## src/rtl/assert_macros.svh

```systemverilog
// Assertion macros for the validator RTL.
// Included by scv_back, the module that checks its own logic; no other dependencies.
`ifndef ASSERT_MACROS_SVH
`define ASSERT_MACROS_SVH

// Antecedent implies consequent in the same cycle.
`define SCV_ASSERT_IMPL(label, clk, rst_n, ante, cons) \
	label: assert property (@(posedge clk) disable iff (!rst_n) (ante) |-> (cons)) \
		else $error("scv assertion failed");

// Antecedent implies consequent in the next cycle.
`define SCV_ASSERT_NEXT(label, clk, rst_n, ante, cons) \
	label: assert property (@(posedge clk) disable iff (!rst_n) (ante) |=> (cons)) \
		else $error("scv assertion failed");

`endif

```

## src/rtl/scv_pkg.sv

```systemverilog
// Types, constants and the CRC byte update for the settings record validator.
// No dependencies; imported by the front end, queue, back end, top level and testbench.
package scv_pkg;

	localparam int MAX_RECORD_BYTES = 262144;
	localparam int SizeW = 19;
	localparam int WordW = 32;
	localparam int LimitW = $clog2(MAX_RECORD_BYTES + 1) + 1;
	localparam logic [LimitW-1:0] MaxRecordLimit = LimitW'(MAX_RECORD_BYTES);

	localparam logic [WordW-1:0] CrcInit = 32'hFFFF_FFFF;
	localparam logic [WordW-1:0] CrcTop  = 32'h8000_0000;
	localparam logic [WordW-1:0] CrcPoly = 32'h04C1_1DB7;

	localparam logic [SizeW-1:0] MaxSizeReset = 19'd1016;

	localparam int QueueDepth = 2;
	localparam int QueuePtrW  = $clog2(QueueDepth);
	localparam int QueueCntW  = $clog2(QueueDepth + 1);

	typedef enum logic [0:0] {
		REG_EXPECTED_SIZE = 1'b0,
		REG_MAX_SIZE      = 1'b1
	} reg_idx_t;

	typedef enum logic [1:0] {
		ST_OK      = 2'd0,
		ST_BADSIZE = 2'd1,
		ST_SIZEMIS = 2'd2,
		ST_CRCMIS  = 2'd3
	} status_t;

	typedef enum logic [1:0] {
		OP_FAIL = 2'd0,
		OP_ARM  = 2'd1,
		OP_DATA = 2'd2
	} op_kind_t;

	// One classified beat travelling from the front end to the back end.
	typedef struct packed {
		op_kind_t         kind;
		status_t          status;
		logic [7:0]       data_byte;
		logic [WordW-1:0] checksum;
	} op_t;

	function automatic logic [WordW-1:0] crc_byte(input logic [WordW-1:0] crc,
			input logic [7:0] data);
		logic [WordW-1:0] c;
		c = crc ^ {data, 24'h0};
		for (int b = 0; b < 8; b++) begin
			if ((c & CrcTop) != '0) begin
				c = (c << 1) ^ CrcPoly;
			end else begin
				c = c << 1;
			end
		end
		return c;
	endfunction

endpackage

```

## src/rtl/scv_in_if.sv

```systemverilog
// Input channel of the validator: valid/ready handshake and the item payload.
// Depends on nothing.
interface scv_in_if;
	logic        valid;
	logic        ready;
	logic        cmd;
	logic [7:0]  data_byte;
	logic [31:0] stored_size;
	logic [31:0] stored_checksum;

	modport source (output valid, cmd, data_byte, stored_size, stored_checksum, input ready);
	modport sink   (input valid, cmd, data_byte, stored_size, stored_checksum, output ready);
endinterface

```

## src/rtl/scv_out_if.sv

```systemverilog
// Result channel of the validator: valid/ready handshake and the result payload.
// Depends on nothing.
interface scv_out_if;
	logic        valid;
	logic        ready;
	logic [1:0]  status;
	logic [31:0] computed_crc;

	modport source (output valid, status, computed_crc, input ready);
	modport sink   (input valid, status, computed_crc, output ready);
endinterface

```

## src/rtl/scv_front.sv

```systemverilog
// Front end: takes input beats and classifies them into queue operations.
// Depends on scv_pkg and scv_in_if.
module scv_front
	import scv_pkg::*;
(
	scv_in_if.sink          item,
	input  logic [SizeW-1:0] expected_size,
	input  logic [SizeW-1:0] max_size,
	input  logic            q_full,
	output logic            push,
	output op_t             push_op
);

	logic size_bad;
	logic size_mis;

	always_comb begin
		size_bad = (expected_size == '0) || (expected_size > max_size) ||
			(LimitW'(expected_size) > MaxRecordLimit);
		size_mis = item.stored_size != WordW'(expected_size);
	end

	assign item.ready = !q_full;
	assign push       = item.valid && !q_full;

	always_comb begin
		push_op.data_byte = item.data_byte;
		push_op.checksum  = item.stored_checksum;
		push_op.status    = ST_OK;
		if (item.cmd) begin
			push_op.kind = OP_DATA;
		end else if (size_bad) begin
			push_op.kind   = OP_FAIL;
			push_op.status = ST_BADSIZE;
		end else if (size_mis) begin
			push_op.kind   = OP_FAIL;
			push_op.status = ST_SIZEMIS;
		end else begin
			push_op.kind = OP_ARM;
		end
	end

endmodule

```

## src/rtl/scv_queue.sv

```systemverilog
// Short queue of classified operations between the front and back ends.
// Depends on scv_pkg.
module scv_queue
	import scv_pkg::*;
(
	input  logic clk,
	input  logic arst_n,
	input  logic push,
	input  op_t  push_op,
	input  logic pop,
	output logic full,
	output logic nonempty,
	output op_t  head
);

	op_t                  mem_q [QueueDepth];
	logic [QueuePtrW-1:0] wr_ptr_q;
	logic [QueuePtrW-1:0] rd_ptr_q;
	logic [QueueCntW-1:0] count_q;

	function automatic logic [QueuePtrW-1:0] ptr_inc(input logic [QueuePtrW-1:0] p);
		return (p == QueuePtrW'(QueueDepth - 1)) ? '0 : p + 1'b1;
	endfunction

	assign full     = count_q == QueueCntW'(QueueDepth);
	assign nonempty = count_q != '0;
	assign head     = mem_q[rd_ptr_q];

	always_ff @(posedge clk) begin
		if (push) begin
			mem_q[wr_ptr_q] <= push_op;
		end
	end

	always_ff @(posedge clk or negedge arst_n) begin
		if (!arst_n) begin
			wr_ptr_q <= '0;
			rd_ptr_q <= '0;
			count_q  <= '0;
		end else begin
			if (push) begin
				wr_ptr_q <= ptr_inc(wr_ptr_q);
			end
			if (pop) begin
				rd_ptr_q <= ptr_inc(rd_ptr_q);
			end
			if (push && !pop) begin
				count_q <= count_q + 1'b1;
			end else if (pop && !push) begin
				count_q <= count_q - 1'b1;
			end
		end
	end

endmodule

```

## src/rtl/scv_back.sv

```systemverilog
// Back end: runs the CRC over armed data bytes and holds the result register.
// Depends on scv_pkg, scv_out_if and assert_macros.svh.
`include "assert_macros.svh"
module scv_back
	import scv_pkg::*;
(
	input  logic            clk,
	input  logic            arst_n,
	input  logic [SizeW-1:0] expected_size,
	input  logic            q_nonempty,
	input  op_t             head,
	output logic            pop,
	scv_out_if.source       result
);

	logic             armed_q;
	logic [WordW-1:0] crc_q;
	logic [SizeW-1:0] seen_q;
	logic [WordW-1:0] held_q;
	logic             out_valid_q;
	status_t          out_status_q;
	logic [WordW-1:0] out_crc_q;

	logic [WordW-1:0] crc_next;
	logic [SizeW-1:0] seen_next;
	logic             run_done;

	assign pop       = q_nonempty && (!out_valid_q || result.ready);
	assign crc_next  = crc_byte(crc_q, head.data_byte);
	assign seen_next = seen_q + 1'b1;
	// The run ends once the count reaches or passes the current expected size.
	assign run_done  = seen_next >= expected_size;

	assign result.valid        = out_valid_q;
	assign result.status       = out_status_q;
	assign result.computed_crc = out_crc_q;

	always_ff @(posedge clk or negedge arst_n) begin
		if (!arst_n) begin
			armed_q     <= 1'b0;
			crc_q       <= CrcInit;
			seen_q      <= '0;
			held_q      <= '0;
			out_valid_q <= 1'b0;
		end else begin
			if (result.ready) begin
				out_valid_q <= 1'b0;
			end
			if (pop) begin
				case (head.kind)
					OP_FAIL: begin
						armed_q     <= 1'b0;
						out_valid_q <= 1'b1;
					end
					OP_ARM: begin
						armed_q <= 1'b1;
						crc_q   <= CrcInit;
						seen_q  <= '0;
						held_q  <= head.checksum;
					end
					OP_DATA: begin
						if (armed_q) begin
							crc_q  <= crc_next;
							seen_q <= seen_next;
							if (run_done) begin
								armed_q     <= 1'b0;
								out_valid_q <= 1'b1;
							end
						end
					end
					default: begin
						armed_q <= armed_q;
					end
				endcase
			end
		end
	end

	// Result payload; only loaded on the beat that raises the result.
	always_ff @(posedge clk) begin
		if (pop && head.kind == OP_FAIL) begin
			out_status_q <= head.status;
			out_crc_q    <= '0;
		end else if (pop && head.kind == OP_DATA && armed_q && run_done) begin
			out_status_q <= (crc_next == held_q) ? ST_OK : ST_CRCMIS;
			out_crc_q    <= crc_next;
		end
	end

	`SCV_ASSERT_NEXT(a_fail_gives_result, clk, arst_n, pop && head.kind == OP_FAIL,
		out_valid_q && !armed_q && out_crc_q == '0)
	`SCV_ASSERT_NEXT(a_run_end_disarms, clk, arst_n,
		pop && head.kind == OP_DATA && armed_q && run_done, out_valid_q && !armed_q)
	`SCV_ASSERT_IMPL(a_pop_only_when_free, clk, arst_n, pop,
		q_nonempty && (!out_valid_q || result.ready))

endmodule

```

## src/rtl/settings_blob_crc_validator_core.sv

```systemverilog
// Top level of the settings record validator: configuration registers, front end,
// operation queue and back end. Depends on scv_pkg, scv_in_if, scv_out_if and the submodules.
//
// The block validates a stored settings record. A header beat (cmd 0) is checked against
// expected_size, max_size and the record limit and either yields a bad size or size mismatch
// result or arms a run; the following expected_size data beats (cmd 1) go through an MSB-first
// CRC-32 (polynomial 04C11DB7, initial value all ones, no final xor), and the last one yields
// ok or checksum mismatch with the computed CRC. Data beats while no run is armed are dropped.
// One beat is accepted every clock cycle while the queue has room; the rate is set by the
// back end, which folds one byte into the CRC per cycle unless a result waits to be taken.
// A result is registered after its beat has passed through the queue and is held until taken;
// while it waits, the two-entry queue takes up to two further beats before the input stalls.
// Configuration writes take effect on the next cycle and should be made while the block is idle.
module settings_blob_crc_validator_core
	import scv_pkg::*;
(
	input  logic            clk,
	input  logic            arst_n,
	input  logic            cfg_we,
	input  logic [0:0]      cfg_idx,
	input  logic [SizeW-1:0] cfg_wdata,
	scv_in_if.sink          item,
	scv_out_if.source       result
);

	logic [SizeW-1:0] expected_size_q;
	logic [SizeW-1:0] max_size_q;

	logic q_full;
	logic q_nonempty;
	logic push;
	logic pop;
	op_t  push_op;
	op_t  head;

	always_ff @(posedge clk or negedge arst_n) begin
		if (!arst_n) begin
			expected_size_q <= '0;
			max_size_q      <= MaxSizeReset;
		end else if (cfg_we) begin
			case (reg_idx_t'(cfg_idx))
				REG_EXPECTED_SIZE: expected_size_q <= cfg_wdata;
				REG_MAX_SIZE:      max_size_q      <= cfg_wdata;
				default:           max_size_q      <= max_size_q;
			endcase
		end
	end

	scv_front u_front (
		.item          (item),
		.expected_size (expected_size_q),
		.max_size      (max_size_q),
		.q_full        (q_full),
		.push          (push),
		.push_op       (push_op)
	);

	scv_queue u_queue (
		.clk      (clk),
		.arst_n   (arst_n),
		.push     (push),
		.push_op  (push_op),
		.pop      (pop),
		.full     (q_full),
		.nonempty (q_nonempty),
		.head     (head)
	);

	scv_back u_back (
		.clk           (clk),
		.arst_n        (arst_n),
		.expected_size (expected_size_q),
		.q_nonempty    (q_nonempty),
		.head          (head),
		.pop           (pop),
		.result        (result)
	);

endmodule

```

## src/flat_wrapper.sv

```systemverilog
// flat-port wrapper written by rule: the top's interface ports become plain ports
module settings_blob_crc_validator_core_flat import scv_pkg::*;
  (clk, arst_n, cfg_we, cfg_idx, cfg_wdata, item_valid, item_cmd, item_data_byte, item_stored_size, item_stored_checksum, item_ready, result_valid, result_status, result_computed_crc, result_ready);
  scv_in_if item_i ();
  scv_out_if result_i ();
  input  logic clk;
  input  logic arst_n;
  input  logic cfg_we;
  input  logic [0:0] cfg_idx;
  input  logic [SizeW-1:0] cfg_wdata;
  input wire logic [$bits(item_i.valid)-1:0] item_valid;
  input wire logic [$bits(item_i.cmd)-1:0] item_cmd;
  input wire logic [$bits(item_i.data_byte)-1:0] item_data_byte;
  input wire logic [$bits(item_i.stored_size)-1:0] item_stored_size;
  input wire logic [$bits(item_i.stored_checksum)-1:0] item_stored_checksum;
  output wire logic [$bits(item_i.ready)-1:0] item_ready;
  output wire logic [$bits(result_i.valid)-1:0] result_valid;
  output wire logic [$bits(result_i.status)-1:0] result_status;
  output wire logic [$bits(result_i.computed_crc)-1:0] result_computed_crc;
  input wire logic [$bits(result_i.ready)-1:0] result_ready;
  assign item_i.valid = item_valid;
  assign item_i.cmd = item_cmd;
  assign item_i.data_byte = item_data_byte;
  assign item_i.stored_size = item_stored_size;
  assign item_i.stored_checksum = item_stored_checksum;
  assign item_ready = item_i.ready;
  assign result_valid = result_i.valid;
  assign result_status = result_i.status;
  assign result_computed_crc = result_i.computed_crc;
  assign result_i.ready = result_ready;
  settings_blob_crc_validator_core u_core (.clk(clk), .arst_n(arst_n), .cfg_we(cfg_we), .cfg_idx(cfg_idx), .cfg_wdata(cfg_wdata), .item(item_i), .result(result_i));
endmodule
```

## config.mk

```make
export PLATFORM = sky130hd
export DESIGN_NAME = settings_blob_crc_validator_core_flat
export DESIGN_NICKNAME = d
export VERILOG_FILES = /design/src/rtl/scv_pkg.sv /design/src/rtl/scv_in_if.sv /design/src/rtl/scv_out_if.sv /design/src/rtl/scv_front.sv /design/src/rtl/scv_queue.sv /design/src/rtl/scv_back.sv /design/src/rtl/settings_blob_crc_validator_core.sv /design/src/flat_wrapper.sv
export VERILOG_INCLUDE_DIRS = /design/src /design/src/rtl
export SDC_FILE = /design/constraint.sdc
export NUM_CORES = 1
export LEC_CHECK = 0
export ABC_AREA = 1
export BUFFER_PORTS_ARGS = -buffer_cell sky130_fd_sc_hd__buf_2
export CAP_MARGIN = 40
export CORE_UTILIZATION = 55
export DETAILED_ROUTE_END_ITERATION = 16
export PLACE_DENSITY = 0.75
export SYNTH_ARGS = -nofsm -noshare
export SYNTH_HDL_FRONTEND = slang
export SYNTH_SLANG_ARGS = --single-unit
export TNS_END_PERCENT = 10
```

## constraint.sdc

```tcl
create_clock -name clk -period 3.6 [get_ports clk]
set_input_delay 0.72 -clock clk [delete_from_list [all_inputs] [get_ports clk]]
set_output_delay 0.72 -clock clk [all_outputs]
set_load 0.02 [all_outputs]
```

==> run metrics <==
outcome finished clean; initial drt markers just under 1000; Slew HR a little under three fifths; crit path DAT 3.90 ns; drt wl/cell roughly 17 um; Clock Power Share a little under a fifth; via count 11200; RePlAce Congestion slightly above 0.9; Placed Cells 1982; Seq/Total Area, Yosys between 50 and 60%; switching share of power about half; PwrDens approximately 1000 mW/mm2; IO buf count 133; pin count of the biggest net entering global routing 65; max_cap viols 0; Worst Path Required between 4 and 5 ns; DRC viols 0; fin crit share between 90% and 100%; Tot Pwr about 15 mW; synth warn 0; Slew @ Worst Pin around 0.64 ns; clock buffer depth 3; final antenna diode count 0; Synth cell types 42; Post-layout nets 1844; Psw around 7.3 mW; WL final around 35000 um; Avg Cell Area, Syn 8.41 um2; IO Pins 134; top cell type's share of synthesized area about a fifth; RSZ-0062 raised after global routing yes; FFs w/ async S/R, synth approximately half; Worst IR Drop VDD between 0.4 and 0.5 mV; P&R area growth vs syn 17.3%; die width about 160 um; dpl hpwl 25300 um; Primary FF master, synth edfxtp_1; Cell Int Power roughly 8 mW; endpoints failing setup 0; cell row count 56; final hold violation count 0; Cell Area, Synth 0.0131 mm2; Seq cells post-synth around 250; HP Class input port to asynchronous set/reset pin; Crit Path Max Fanout 19; 1st-pass router iterations 5; Max Slew Vio Count 0; Fmax between 200 and 300 MHz; Antenna Violating Nets Remaining 0; global-route wire length before repair around 54000 um; Sequential Power Share between 20% and 30%; CTS buffer count 27; CTS tree yes; Util after Layout around two thirds; Root Buffer Master clkbuf_16; Final WS setup roughly 0.16 ns; clock latency on the worst-skew pair between 0.5 and 0.6 ns; H-tree Lvls 1; Fin Hold WS approximately 0.19 ns; DIE AREA about 0.024 mm2; chip height between 150 and 200 um; layout cells sized above 1 20.7%; syn nets around 1700; WS Path Type register to register; GRT Util Overall 28.7%; Placeable Area 0.0234 mm2; pre-CTS setup slack -0.0265 ns; antenna violations before repair 1; Lkg Pwr around 7.6 nW; Final min period between 3 and 4 ns; via/cell ratio between 5 and 6; cell taking the most area after synthesis edfxtp_1; clock transition at the registers of the reported paths ~0.06 ns; cell count after synthesis ~1600; Critical Path End Type register; Max Clock Skew about 0.016 ns; vias in the first global route 10200; global route total overflow 0; fin cells approximately 2000; clk sinks 249; Post-synth EDFFs 90; combinational fraction of design power about 53%; Synth area leaders edfxtp_1 (21%), dfrtp_1 (17%), nand2_1 (12%); initial core utilization 55.9%; CP Launch Type register
-- cells in the mapped netlist, types with 3 or more instances --
master / n
dfstp_2: 39
o22ai_1: 27
nand2_1: 418
a21oi_1: 30
inv_1: 214
or2_2: 34
dfxtp_1: 32
nor4_1: 11
a22oi_1: 13
clkbuf_1: 32
buf_4: 3
a31oi_1: 5
nand2_2: 40
xor2_1: 26
nand4_1: 15
buf_2: 6
edfxtp_1: 90
nor3_1: 8
nand3_2: 5
a211oi_1: 11
buf_6: 5
nor2_1: 80
nand3_1: 100
o21a_1: 3
xnor2_1: 5
ha_1: 44
o21ai_0: 120
dfrtp_1: 88
o211ai_1: 31
nand2_4: 3
a22o_1: 7
-- layout make-up --
| type | instances | area, um2 |
|---|---|---|
| Inverter | 218 | 828 |
| Tap cell | 319 | 399 |
| Timing Repair Buffer | 164 | 1060 |
| Clock buffer | 32 | 724 |
| Clock inverter | 18 | 181 |
| Fill cell | 1983 | 8050 |
| Sequential cell | 249 | 6570 |
| Multi-Input combinational cell | 1042 | 5580 |
-- stage by stage --
| stage | setup TNS, ns | instance area (um2) |
|---|---|---|
| finish | 0 | 15400 |
| global route | -1.36 | 15400 |
| CTS | 0 | 15100 |
| detailed placement | -0.0491 | 14200 |
| global placement | 0 | 14100 |
| floorplan | 0 | 13100 |
-- cells in the final DEF, fill, tap and decap left out, types with 31 or more instances in the layout --
cell type  netlist  routed
inv_1          214     214
or2_2           34      34
edfxtp_1        90      90
ha_1            44      42
o211ai_1        31      31
nand3_1        100      95
nor2_1          80      72
nand2_2         40      42
dfstp_2         39      39
buf_2            6     132
nand2_1        418     416
o21ai_0        120     120
dfrtp_1         88      87
dfxtp_1         32      32
-- what timing repair did --
item / 4_1_cts / 5_1_grt
gates resized for setup: 2 / 25
pin swaps: 0 / 9
gates cloned: 0 / 2
buffers inserted: 1 / 7
endpoints found under the setup margin: 12 / 35
hold buffers: 0 / 0
-- logic make-up (layout without fill, tap and decap cells) --
group	after synthesis	count (layout)	synth area share, %
adders and majority gates	44	44	4.21
AOI/OAI and AO/OA	250	250	11.2
buffers and inverters	266	432	8.18
xor gates and xnor gates	32	32	2.25
and+or+nand+nor	716	716	23.9
DFF	249	249	50.2
-- registers in the layout (all words and copies together), names as in the netlist --
register,flops
u_core.max_size_q,19
u_core.u_back.armed_q,1
u_core.u_back.crc_q,32
u_core.u_queue.mem_q,88
u_core.expected_size_q,19
u_core.u_queue.rd_ptr_q,1
u_core.u_back.seen_q,19
u_core.u_back.held_q,32
u_core.u_queue.wr_ptr_q,1
u_core.u_back.result.valid,1
u_core.u_queue.count_q,2
u_core.u_back.result.status,2
u_core.u_back.result.computed_crc,32
-- final timing paths --
path                                           start                                     to  slack (ns)  cells past startpoint
max                          u_core.u_back.seen_q[1]  u_core.u_back.result.computed_crc[10]        0.16                     19
min                                           arst_n              u_core.expected_size_q[6]        0.19                      1
max reg2reg                  u_core.u_back.seen_q[1]  u_core.u_back.result.computed_crc[10]        0.16                     19
min reg2reg                u_core.u_queue.count_q[0]              u_core.u_queue.count_q[0]        0.48                      1
max in group asynchronous                     arst_n                 u_core.u_back.crc_q[5]        2.60                      2
min in group clk            item_stored_checksum[12]            u_core.u_queue.mem_q[0][12]        0.35                      1
-- worst max-delay path, stage by stage, from the launching register on --
cell and delay (ns):
dfrtp_1 0.44, ha_4 0.18, nand3_2 0.11, nor2_2 0.14, nand4_1 0.16, or2_2 0.33, xor2_1 0.17, inv_1 0.10
ha_1 0.32, nand2_1 0.07, inv_1 0.03, o21bai_1 0.13, nand2_1 0.08, a21oi_1 0.13, nand4_1 0.15, nand2_2 0.15
clkinv_4 0.12, buf_12 0.15, clkbuf_16 0.18, a211oi_1 0.19
-- power by group through the flow --
| stage | sequential [mW] | combinational, mW | clock, mW |
|---|---|---|---|
| after floorplan | 4.33 | 5.51 | 0 |
| after global routing | 4.43 | 8.88 | 2.96 |
| after global placement | 4.34 | 7.63 | 0 |
| after detailed placement | 4.37 | 7.78 | 0 |
| after CTS | 4.32 | 7.83 | 2.84 |
| final | 4.34 | 8.07 | 2.81 |
-- routing by layer --
layer	wire [um]	up-vias	global-route usage, %
li1	-	5412	-
met3	2810	72	4.46
met2	15600	438	43.6
met4	999	2	8.22
met5	13	-	0
met1	15700	5309	42.3
No activity file was read; power rests on OpenSTA's default activity.
